--- src/rtl/core/aog_pkg.sv ---
`default_nettype none
package aog_pkg;

  localparam int SINE_TABLE_BITS = 10;
  localparam int SAMPLE_BITS     = 24;
  localparam int BLOCK_LEN       = 1024;

  localparam int TBL_Q      = 1 << (SINE_TABLE_BITS - 2);
  localparam int STEP_W     = 48;
  localparam int TIME_W     = 32;
  localparam int POS_W      = 10;
  localparam int ACC_W      = 36;
  localparam int PROD_W     = 34;
  localparam int POS100_W   = POS_W + 7;
  localparam int FADE_LIMIT = 3 * BLOCK_LEN;
  localparam int FADE_W     = $clog2(FADE_LIMIT);
  localparam int FADE_SH    = $clog2(BLOCK_LEN);
  localparam int FPROD_W    = ACC_W + FADE_W;
  localparam int QIN_W      = FPROD_W - FADE_SH;
  localparam int RCP_K      = 37;
  localparam int RCP_M_W    = 36;
  localparam int RCP_HALF   = RCP_M_W / 2;
  localparam int RCP_P_W    = QIN_W + RCP_M_W;
  localparam int AP_W       = ACC_W + 17;
  localparam int ROUND_SH   = 47 - SAMPLE_BITS;
  localparam int HARM_W     = 5;

  // floor(y / 3) = (y * RCP_M) >> RCP_K, exact for y below 2^RCP_K
  localparam logic [RCP_M_W-1:0] RCP_M = RCP_M_W'(((longint'(1) <<< RCP_K) + 1) / 3);

  localparam longint Q30_ONE = longint'(1) << 30;

  typedef logic signed [15:0] sine_t;
  typedef logic signed [17:0] weight_t;
  typedef sine_t qrom_t [0:TBL_Q];

  typedef enum logic [2:0] {
    WAVE_SILENT = 3'd0,
    WAVE_SINE   = 3'd1,
    WAVE_SAW    = 3'd2,
    WAVE_SQR    = 3'd3,
    WAVE_TRI    = 3'd4
  } wave_t;

  typedef enum logic [2:0] {
    REG_AMPLITUDE = 3'd0,
    REG_TARGET    = 3'd1,
    REG_WAVEFORM  = 3'd2,
    REG_RATIO     = 3'd3,
    REG_SNAP      = 3'd4
  } reg_idx_t;

  typedef struct packed {
    logic              load_item;
    logic              mul_lo;
    logic              mul_hi;
    logic              harm_issue;
    logic [HARM_W-1:0] harm_k;
    logic              pass_sel;
    logic              pass_end;
    logic              glide_mul;
    logic              glide_upd;
    logic              fade_mul;
    logic              rcp_lo;
    logic              rcp_hi;
    logic              div_end;
    logic              amp_mul;
    logic              out_load;
  } aog_cmd_t;

  typedef struct packed {
    logic [HARM_W-1:0] harm_cnt;
    logic              on_target;
    logic              pipe_busy;
    logic              fade_act;
    logic              out_free;
  } aog_sts_t;

  localparam weight_t SAW_WT [16] = '{
    18'sd65536, 18'sd32768, 18'sd21845, 18'sd16384, 18'sd13107, 18'sd10923,
    18'sd9362,  18'sd8192,  18'sd7282,  18'sd6554,  18'sd5958,  18'sd5461,
    18'sd5041,  18'sd4681,  18'sd4369,  18'sd4096};
  localparam weight_t SQ_WT [16] = '{
    18'sd65536, 18'sd21845, 18'sd13107, 18'sd9362, 18'sd7282, 18'sd5958,
    18'sd5041,  18'sd4369,  18'sd3855,  18'sd3449, 18'sd0,    18'sd0,
    18'sd0,     18'sd0,     18'sd0,     18'sd0};
  localparam weight_t TRI_WT [8] = '{
    18'sd65536, -18'sd7282, 18'sd2621, -18'sd1337, 18'sd809, -18'sd542,
    18'sd0, 18'sd0};

  function automatic logic [HARM_W-1:0] harm_count(logic [2:0] w);
    logic [HARM_W-1:0] c;
    case (w)
      WAVE_SINE: c = HARM_W'(1);
      WAVE_SAW:  c = HARM_W'(16);
      WAVE_SQR:  c = HARM_W'(10);
      WAVE_TRI:  c = HARM_W'(6);
      default:   c = '0;
    endcase
    return c;
  endfunction

  function automatic weight_t harm_weight(logic [2:0] w, logic [HARM_W-1:0] k);
    weight_t r;
    case (w)
      WAVE_SINE: r = 18'sd65536;
      WAVE_SAW:  r = SAW_WT[k[3:0]];
      WAVE_SQR:  r = SQ_WT[k[3:0]];
      WAVE_TRI:  r = TRI_WT[k[2:0]];
      default:   r = '0;
    endcase
    return r;
  endfunction

  function automatic longint mul_q30(longint a, longint b);
    return (a * b) / Q30_ONE;
  endfunction

  // integer taylor polynomial of the quarter wave, evaluated at elaboration
  function automatic sine_t quarter_sine(int m);
    longint u;
    longint u2;
    longint acc;
    longint r;
    u   = longint'(m) <<< (30 - (SINE_TABLE_BITS - 2));
    u2  = mul_q30(u, u);
    acc = -3864;
    acc = 172272 + mul_q30(acc, u2);
    acc = -5026994 + mul_q30(acc, u2);
    acc = 85569306 + mul_q30(acc, u2);
    acc = -693598669 + mul_q30(acc, u2);
    acc = 1686629713 + mul_q30(acc, u2);
    acc = mul_q30(acc, u);
    if (acc < 0) acc = 0;
    r = (acc * 32767 + (longint'(1) <<< 29)) >>> 30;
    if (r > 32767) r = 32767;
    return sine_t'(r);
  endfunction

  function automatic qrom_t build_qrom();
    qrom_t t;
    for (int i = 0; i <= TBL_Q; i++) t[i] = quarter_sine(i);
    return t;
  endfunction

  localparam qrom_t QROM = build_qrom();

endpackage
`default_nettype wire

--- src/rtl/core/aog_ctrl.sv ---
`default_nettype none
module aog_ctrl
  import aog_pkg::*;
(
  input  wire logic     clk,
  input  wire logic     rst_n,
  input  wire logic     in_tvalid,
  output logic          in_tready,
  input  wire aog_sts_t sts,
  output aog_cmd_t      cmd
);

  typedef enum logic [12:0] {
    ST_IDLE      = 13'b0_0000_0000_0001,
    ST_MUL_LO    = 13'b0_0000_0000_0010,
    ST_MUL_HI    = 13'b0_0000_0000_0100,
    ST_HARM      = 13'b0_0000_0000_1000,
    ST_DRAIN     = 13'b0_0000_0001_0000,
    ST_GLIDE_MUL = 13'b0_0000_0010_0000,
    ST_GLIDE_UPD = 13'b0_0000_0100_0000,
    ST_FADE_MUL  = 13'b0_0000_1000_0000,
    ST_RCP_LO    = 13'b0_0001_0000_0000,
    ST_RCP_HI    = 13'b0_0010_0000_0000,
    ST_DIV_END   = 13'b0_0100_0000_0000,
    ST_AMP_MUL   = 13'b0_1000_0000_0000,
    ST_OUT       = 13'b1_0000_0000_0000
  } state_t;

  state_t              state_r, state_nxt;
  logic [HARM_W-1:0]   k_r, k_nxt;
  logic                pass_r, pass_nxt;

  always_ff @(posedge clk) begin
    if (!rst_n) begin
      state_r <= ST_IDLE;
      k_r     <= '0;
      pass_r  <= 1'b0;
    end else begin
      state_r <= state_nxt;
      k_r     <= k_nxt;
      pass_r  <= pass_nxt;
    end
  end

  always_comb begin
    state_nxt = state_r;
    k_nxt     = k_r;
    pass_nxt  = pass_r;
    cmd       = '0;
    cmd.pass_sel = pass_r;
    cmd.harm_k   = k_r;
    in_tready = 1'b0;
    case (state_r)
      ST_IDLE: begin
        in_tready = 1'b1;
        pass_nxt  = 1'b0;
        if (in_tvalid) begin
          cmd.load_item = 1'b1;
          // silent samples skip straight to scaling with a zero sum
          state_nxt = (sts.harm_cnt == '0) ? ST_AMP_MUL : ST_MUL_LO;
        end
      end
      ST_MUL_LO: begin
        cmd.mul_lo = 1'b1;
        state_nxt  = ST_MUL_HI;
      end
      ST_MUL_HI: begin
        cmd.mul_hi = 1'b1;
        k_nxt      = '0;
        state_nxt  = ST_HARM;
      end
      ST_HARM: begin
        cmd.harm_issue = 1'b1;
        k_nxt = k_r + HARM_W'(1);
        if (k_r == sts.harm_cnt - HARM_W'(1)) state_nxt = ST_DRAIN;
      end
      ST_DRAIN: begin
        if (!sts.pipe_busy) begin
          cmd.pass_end = 1'b1;
          if (pass_r) begin
            state_nxt = ST_GLIDE_MUL;
          end else if (!sts.on_target) begin
            pass_nxt  = 1'b1;
            state_nxt = ST_MUL_LO;
          end else begin
            state_nxt = sts.fade_act ? ST_FADE_MUL : ST_AMP_MUL;
          end
        end
      end
      ST_GLIDE_MUL: begin
        cmd.glide_mul = 1'b1;
        state_nxt     = ST_GLIDE_UPD;
      end
      ST_GLIDE_UPD: begin
        cmd.glide_upd = 1'b1;
        state_nxt     = sts.fade_act ? ST_FADE_MUL : ST_AMP_MUL;
      end
      ST_FADE_MUL: begin
        cmd.fade_mul = 1'b1;
        state_nxt    = ST_RCP_LO;
      end
      ST_RCP_LO: begin
        cmd.rcp_lo = 1'b1;
        state_nxt  = ST_RCP_HI;
      end
      ST_RCP_HI: begin
        cmd.rcp_hi = 1'b1;
        state_nxt  = ST_DIV_END;
      end
      ST_DIV_END: begin
        cmd.div_end = 1'b1;
        state_nxt   = ST_AMP_MUL;
      end
      ST_AMP_MUL: begin
        cmd.amp_mul = 1'b1;
        state_nxt   = ST_OUT;
      end
      ST_OUT: begin
        if (sts.out_free) begin
          cmd.out_load = 1'b1;
          state_nxt    = ST_IDLE;
        end
      end
      default: state_nxt = ST_IDLE;
    endcase
  end

`ifndef NO_ASSERTIONS
  a_harm_in_range: assert property (@(posedge clk) disable iff (!rst_n)
    state_r == ST_HARM |-> k_r < sts.harm_cnt)
    else $error("harmonic index beyond waveform count");

  a_on_target_single_pass: assert property (@(posedge clk) disable iff (!rst_n)
    state_r == ST_DRAIN && !sts.pipe_busy && !pass_r && sts.on_target
    |=> state_r != ST_MUL_LO)
    else $error("second pass started with frequency on target");

  a_one_item_at_a_time: assert property (@(posedge clk) disable iff (!rst_n)
    in_tvalid && in_tready |=> !in_tready)
    else $error("new item accepted while one is in work");
`endif

endmodule
`default_nettype wire

--- config.mk ---
export PLATFORM = sky130hd
export DESIGN_NAME = aog_ctrl
export DESIGN_NICKNAME = d
export VERILOG_FILES = /design/src/rtl/core/aog_pkg.sv /design/src/rtl/core/aog_ctrl.sv
export SDC_FILE = /design/constraint.sdc
export NUM_CORES = 1
export LEC_CHECK = 0
export BUFFER_PORTS_ARGS = -buffer_cell sky130_fd_sc_hd__buf_4
export CAP_MARGIN = 20
export CORE_MARGIN = 1.5
export CORE_UTILIZATION = 45
export DETAILED_ROUTE_END_ITERATION = 8
export PLACE_DENSITY = 0.67
export SYNTH_ARGS = -nofsm -noshare
export SYNTH_HDL_FRONTEND = slang
export SYNTH_SLANG_ARGS = --single-unit
--- constraint.sdc ---
create_clock -name clk -period 2.86 [get_ports clk]
set_clock_uncertainty 0.05 [all_clocks]
set_input_delay 0.572 -clock clk [delete_from_list [all_inputs] [get_ports clk]]
set_output_delay 0.572 -clock clk [all_outputs]
set_load 0.01 [all_outputs]
==> results of run 1 <==
## per-stage QoR
stage          power [mW]  worst slack (ps)  cell area [µm²]  util [%]  instances
5_1_grt            0.7376             51.16             1570     57.44        215
2_1_floorplan      0.4676             479.1             1279         -        152
4_1_cts            0.6990             38.67             1558     56.98        215
3_5_place_dp       0.5605             399.0             1530     55.97        211
3_3_place_gp       0.5544             434.7             1530     55.97        211
6_report           0.6995             135.7             1570     57.44        215
## per-layer routing
| layer | vias up | global-route usage (%) | wire length (µm) |
|---|---|---|---|
| li1 | 626 | - | - |
| met1 | 596 | 29.73 | 1552 |
| met2 | 35 | 28.74 | 1418 |
| met3 | 9 | 4.378 | 171 |
| met4 | 0 | 5.102 | 42 |
| met5 | - | 0 | 0 |
## report_power, final
part           leakage, nW  internal [mW]  switching, mW  total (mW)
registers            0.154          0.277         0.0202       0.298
logic                0.508          0.124          0.140       0.264
clock network       0.0177         0.0522         0.0860       0.138
total                0.680          0.454          0.246       0.699
## cell families after synthesis
family                   Yosys count  share of synthesized area, %
AO/OA/AOI/OAI                     32                         17.81
multiplexers                       1                        0.7828
flip-flops                        19                         29.75
AND/OR/NAND/NOR                   76                         37.77
buffers and inverters             12                         5.088
adder cells (fa/ha/maj)            2                         1.957
XOR/XNOR                          10                         6.849
## synth_stat cells (2+ instances only)
master    number
dfxtp_1       19
nor2_1        16
and2_1         8
o21ai_0        7
inv_1          6
xor2_1         6
nor3_1         5
nor3b_1        5
nor4_1         4
xnor2_1        4
a21oi_1        3
and3_1         3
nand2_1        3
nand2b_1       3
nand3_1        3
nor2b_1        3
o211ai_1       3
a211oi_1       2
a31oi_1        2
buf_6          2
clkbuf_1       2
ha_1           2
nand4_1        2
nand4b_1       2
nor4b_1        2
o21a_1         2
o22a_1         2
or2_2          2
or3_1          2
or4_4          2
## cell type report
| type | instances | area [µm²] |
|---|---|---|
| fill | 245 | 1164 |
| multi-input combinational | 121 | 844.6 |
| sequential | 19 | 381.6 |
| timing repair buffer | 34 | 255.2 |
| tap | 31 | 38.79 |
| clock buffer | 3 | 22.52 |
| inverter | 6 | 22.52 |
| clock inverter | 1 | 5.005 |
## worst register-to-register path, cell delays in order (launching register included)
cell and delay (ps):
dfxtp_2 390, or4_4 560, or4_4 460, nor3b_2 240
buf_4 210, a21oi_1 160, and3_1 210
## final timing paths
path                                 start          to  depth (start not counted)  slack [ps]
worst max register to register  state_r[4]  state_r[7]                          6         500
worst min-delay path                sts[1]  state_r[7]                          2         460
worst min register to register      k_r[4]      k_r[4]                          2         500
worst max-delay path            state_r[4]     cmd[15]                          4         140
## registers in the layout, indices dropped and copies added, names as in the netlist
register  cells
state_r      13
k_r           5
pass_r        1
==> summary.md, run 1 <==
| Metric | Value |
|---|---|
| Final setup vio count | `0` |
| Syn Nets | `166` |
| Slew Limit Headroom | `59.62%` |
| CP Capture Type | `output port` |
| Leakage power | `0.6797 nW` |
| Final number of hold-violating endpoints | `0` |
| # resized after CTS | `0` |
| Placer Congestion | `0.8266` |
| Die ar. | `3170 µm²` |
| First-pass GRT wire length | `5050 µm` |
| Period Utilization, post-route | `95.26%` |
| # rows | `19` |
| Max_cap viols | `0` |
| Crit Path Max Fanout | `10` |
| DR DRC count | `0` |
| Synth Register Bits | `19` |
| Critical-path top delay cell | `or4_4` |
| Vias after detailed routing | `1266` |
| GRT Overall Usage | `19.84%` |
| Routed Antenna Nets | `0` |
| Clock Root Buffer | `clkbuf_4` |
| Ys async rst share | `0%` |
| Clock latency on the worst-skew pair | `300 ps` |
| Clock transition at path regs | `110 ps` |
| Critical path class | `flop to output port` |
| Die width | `56.31 µm` |
| Initial antenna violation count | `0` |
| Area contributors post-synth | `dfxtp_1 30%, nor2_1 4.7%, xor2_1 4.1%` |
| Post-Syn Area per Cell | `8.413 µm²` |
| Status | `finished clean` |
| H-tree depth | `1` |
| RSZ-0062 raised after global routing | `false` |
| Most frequent cells in the layout | `34 x buf_4, 18 x dfxtp_1, 16 x nor2_1, 8 x and2_1, 7 x o21ai_0` |
| Starting Density | `46.77%` |
| # port buffers | `31` |
| Tmin final | `2724 ps` |
| Yosys warns | `0` |
| Syn Std Cell Area | `1279 µm²` |
| Startpoint types | `flop` |
| CP Cell Sequence | `or4_4 -> or4_4 -> nor3b_2 -> buf_4` |
| Ys flop type | `dfxtp_1` |
| TritonCTS Buffers | `3` |
| Routed Wire Length | `3186 µm` |
| Cell count after synthesis | `152` |
| Routed WL per cell | `14.82 µm` |
| Number of enable flip-flop cells after synthesis | `0` |
| Slew @ Worst Pin | `597.3 ps` |
| I/O pin count | `32` |
| Seq/Total Area, Yosys | `29.75%` |
| Crit path top cell by count | `or4_4` |
| CTS tree | `done` |
| Commonest non-fill, non-tap cell in the layout | `buf_4` |
| Clk buf depth | `2` |
| CP required | `2240 ps` |
| ANT cells | `0` |
| DRT iter0 DRCs | `34` |
| Worst EP arrival | `2100 ps` |
| Largest net degree at the start of global routing | `15` |
| CP delay by family, top | `simple AND/OR/NAND/NOR gates` |
| Leading area contributor after synthesis | `dfxtp_1` |
| Detail Placement HPWL | `2443 µm` |
| Vias in the first global route | `1123` |
| Congestion Overflow GR | `0` |
| Area grow syn2layout | `22.80%` |
| Fmax | `0.3671 GHz` |
| Power density over the cells | `445.4 nW/µm²` |
| Via/cell ratio | `5.888` |
| Post-CTS setup buffers | `0` |
| Worst path max stage delay | `560 ps` |
| Post-synthesis cell type count | `55` |
| Setup tns final | `0 ps` |
| First drt pass iteration count | `4` |
| Buf/Inv on CP | `1` |
| Ratio of cells with drive above 1 in the final layout | `28.26%` |
| Pins Over Slew Limit | `0` |
| Die height | `56.31 µm` |
| VDD IR max | `423.0 µV` |
| Area fraction of the dominant cell type after synthesis | `29.75%` |
| # hold bufs at CTS | `0` |
| Worst hold-check path type | `primary input to flop` |
| Final net count | `199` |
| CTS Sinks | `19` |
| Min Hold Slack | `455.7 ps` |
| Core area | `2734 µm²` |
(Power assumes the default switching activity.)
==> inputs of run 2 (changes only) <==
--- a/config.mk
+++ b/config.mk
@@ -5,12 +5,14 @@
 export SDC_FILE = /design/constraint.sdc
 export NUM_CORES = 1
 export LEC_CHECK = 0
+export ABC_AREA = 1
 export BUFFER_PORTS_ARGS = -buffer_cell sky130_fd_sc_hd__buf_4
 export CAP_MARGIN = 20
 export CORE_MARGIN = 1.5
 export CORE_UTILIZATION = 45
 export DETAILED_ROUTE_END_ITERATION = 8
-export PLACE_DENSITY = 0.67
+export PLACE_DENSITY = 0.66
+export RECOVER_POWER = 100
 export SYNTH_ARGS = -nofsm -noshare
 export SYNTH_HDL_FRONTEND = slang
 export SYNTH_SLANG_ARGS = --single-unit
==> run 2 against run 1 <==
Net effect:
- sequential power grew 2%
- area after synthesis increased by 19%
- clock-buffer cell count is 1 higher
- wire length is 7.2% higher
- critical path depth is 2 higher
- clock power hardly changed
- via count increased by 22%
- fmax rose by 11%
- largest cell class unchanged
==> summary.md, run 2 <==
| Metric | Value |
|---|---|
| Die height | `61.17 µm` |
| Commonest non-fill, non-tap cell in the layout | `nand2_1` |
| Flop pwr share | `34.3%` |
| Synth Area in Simple Gates | `51.19%` |
| Detail Placement HPWL | `2769 µm` |
| Final number of hold-violating endpoints | `0` |
| # hold bufs at CTS | `0` |
| Cell-internal power | `0.4877 mW` |
| Power density over the cells | `523.6 nW/µm²` |
| Routed Antenna Nets | `0` |
| CP required | `2240 ps` |
| Seq/Total Area, Yosys | `24.98%` |
| Period Utilization, post-route | `86.10%` |
| Area fraction of the dominant cell type after synthesis | `24.98%` |
| CTS tree | `done` |
| Slew Limit Headroom | `47.67%` |
| Worst EP arrival | `1840 ps` |
| Die ar. | `3742 µm²` |
| CP Cell Sequence | `nor2_1 -> nand2_1 -> nor2_1 -> nand2_1 -> inv_1 -> buf_4` |
| Final setup margin | `397.6 ps` |
| Most frequent cell after synthesis | `nand2_1` |
| Critical-path top delay cell | `dfxtp_1` |
| Via/cell ratio | `4.750` |
| ANT cells | `0` |
| # resized after CTS | `0` |
| Critical path class | `flop to output port` |
| Post-synthesis cell type count | `26` |
| Routed WL per cell | `10.54 µm` |
| Vias in the first global route | `1310` |
| Leading area contributor after synthesis | `dfxtp_1` |
| Area grow syn2layout | `11.42%` |
| Most frequent cells in the layout | `65 x nand2_1, 48 x inv_1, 40 x nor2_1, 27 x nand3_1, 19 x dfxtp_1` |
| Core area | `3128 µm²` |
| VDD IR max | `298.2 µV` |
| # port buffers | `31` |
| Clock Root Buffer | `clkbuf_4` |
| Main combinational cell family by area after synthesis | `simple AND/OR/NAND/NOR gates` |
| Combinational power share | `50.5%` |
| Worst hold-check path type | `flop to flop` |
| Placer Congestion | `0.9026` |
| Reg with most FFs | `state_r` |
| Largest net degree at the start of global routing | `15` |
| Yosys warns | `0` |
| First drt pass iteration count | `4` |
| DP Worst Slack | `713.3 ps` |
| GRT Overall Usage | `20.04%` |
| Syn Std Cell Area | `1523 µm²` |
| Cell count after synthesis | `248` |
| Crit Path Max Fanout | `6` |
| Pins Over Slew Limit | `0` |
| Number of enable flip-flop cells after synthesis | `0` |
| Clock power share | `15.2%` |
| Synth top cells by count | `62 x nand2_1, 47 x inv_1, 36 x nor2_1` |
| Fmax | `0.4061 GHz` |
| Tmin final | `2462 ps` |
| Clock transition at path regs | `110 ps` |
| Syn Nets | `262` |
| # rows | `20` |
| Max_cap viols | `0` |
| Post-CTS setup buffers | `0` |
| Congestion Overflow GR | `0` |
| Leakage power | `1.002 nW` |
| Routed Wire Length | `3415 µm` |
| Area contributors post-synth | `dfxtp_1 25%, nand2_1 15%, inv_1 12%` |
| DRT iter0 DRCs | `70` |
| RSZ-0062 raised after global routing | `false` |
| Synth Area in Compound Gates | `5.834%` |
| Mux contribution to synthesized area | `0%` |
| Vias after detailed routing | `1539` |
| Ys flop type | `dfxtp_1` |
| Final setup vio count | `0` |
| Setup tns final | `0 ps` |
| Adder-Cell Fraction of Synth Area | `1.643%` |
| Worst path max stage delay | `360 ps` |
| Initial antenna violation count | `0` |
| Final net count | `295` |
| First-pass GRT wire length | `5637 µm` |
| Die width | `61.17 µm` |
| TritonCTS Buffers | `3` |
| Sw frac | `45.10%` |
| Ys async rst share | `0%` |
| Max FFs per register | `13` |
| Synth Area in XOR/XNOR | `2.301%` |
| Synth Register Bits | `19` |
| Startpoint types | `flop` |
| Clk buf depth | `2` |
| I/O pin count | `32` |
| CP Capture Type | `output port` |
| Top flop regs | `state_r: 13 flops, k_r: 5 flops, pass_r: 1 flops` |
| H-tree depth | `1` |
| Post-Syn Area per Cell | `6.140 µm²` |
| Clock latency on the worst-skew pair | `290 ps` |
| CTS Sinks | `19` |
| DR DRC count | `0` |
| Slew @ Worst Pin | `785.0 ps` |
| Status | `finished clean` |
| Ratio of cells with drive above 1 in the final layout | `12.14%` |
| Starting Density | `48.68%` |
| Sw power | `0.4007 mW` |
run 2: area by class of cell:
class | instances | area, µm²
clock buffer | 4 | 26.28
fill | 367 | 1431
inverter | 49 | 183.9
multi-input combinational | 177 | 870.8
sequential | 19 | 380.4
tap | 44 | 55.05
timing repair buffer | 31 | 180.2
run 2: worst paths after layout:
check | start | end | slack [ps] | depth (start not counted)
worst max register to register | state_r[4] | state_r[9] | 710 | 9
worst max-delay path | state_r[4] | cmd[2] | 400 | 6
worst min-delay path | k_r[4] | k_r[4] | 480 | 2
worst min register to register | k_r[4] | k_r[4] | 480 | 2
run 2: cells by family after synthesis:
family	count (synthesis)
adders and majority gates	2
xor gates and xnor gates	4
DFF	19
and+or+nand+nor	157
buffers and inverters	52
AOI/OAI and AO/OA	14
run 2: metrics by stage:
stage	cells	instance area, µm²	hold slack, ps	power [mW]	util [%]
6_report	324	1697	477.5	0.8884	54.24
5_1_grt	324	1697	508.3	0.9667	54.24
4_1_cts	324	1807	472.5	0.9559	57.76
3_5_place_dp	320	1780	456.3	0.8189	56.92
3_3_place_gp	320	1780	451.6	0.8176	56.92
2_1_floorplan	248	1523	457.1	0.6980	-
run 2: worst max-delay path: cells and delay by family (launching register included):
family                 cells  cell delay, ps
buffers and inverters      2             200
AND/OR/NAND/NOR            4             980
flip-flops                 1             360
run 2: per-layer routing:
metal  vias up  part of all wire, %  global-route usage, %
met5         -                    0                      0
met4         0                  1.2                  5.590
met3         5                  4.1                  2.101
met2        32                   41                  30.55
met1       673                   54                  29.91
li1        829                    -                      -
run 2: power by group through the flow:
stage | Combinational [mW] | Sequential (mW) | Clock (mW)
2_1_floorplan | 0.389 | 0.309 | 0
3_3_place_gp | 0.505 | 0.312 | 0
3_5_place_dp | 0.506 | 0.313 | 0
4_1_cts | 0.509 | 0.307 | 0.140
5_1_grt | 0.504 | 0.308 | 0.155
6_report | 0.448 | 0.305 | 0.135
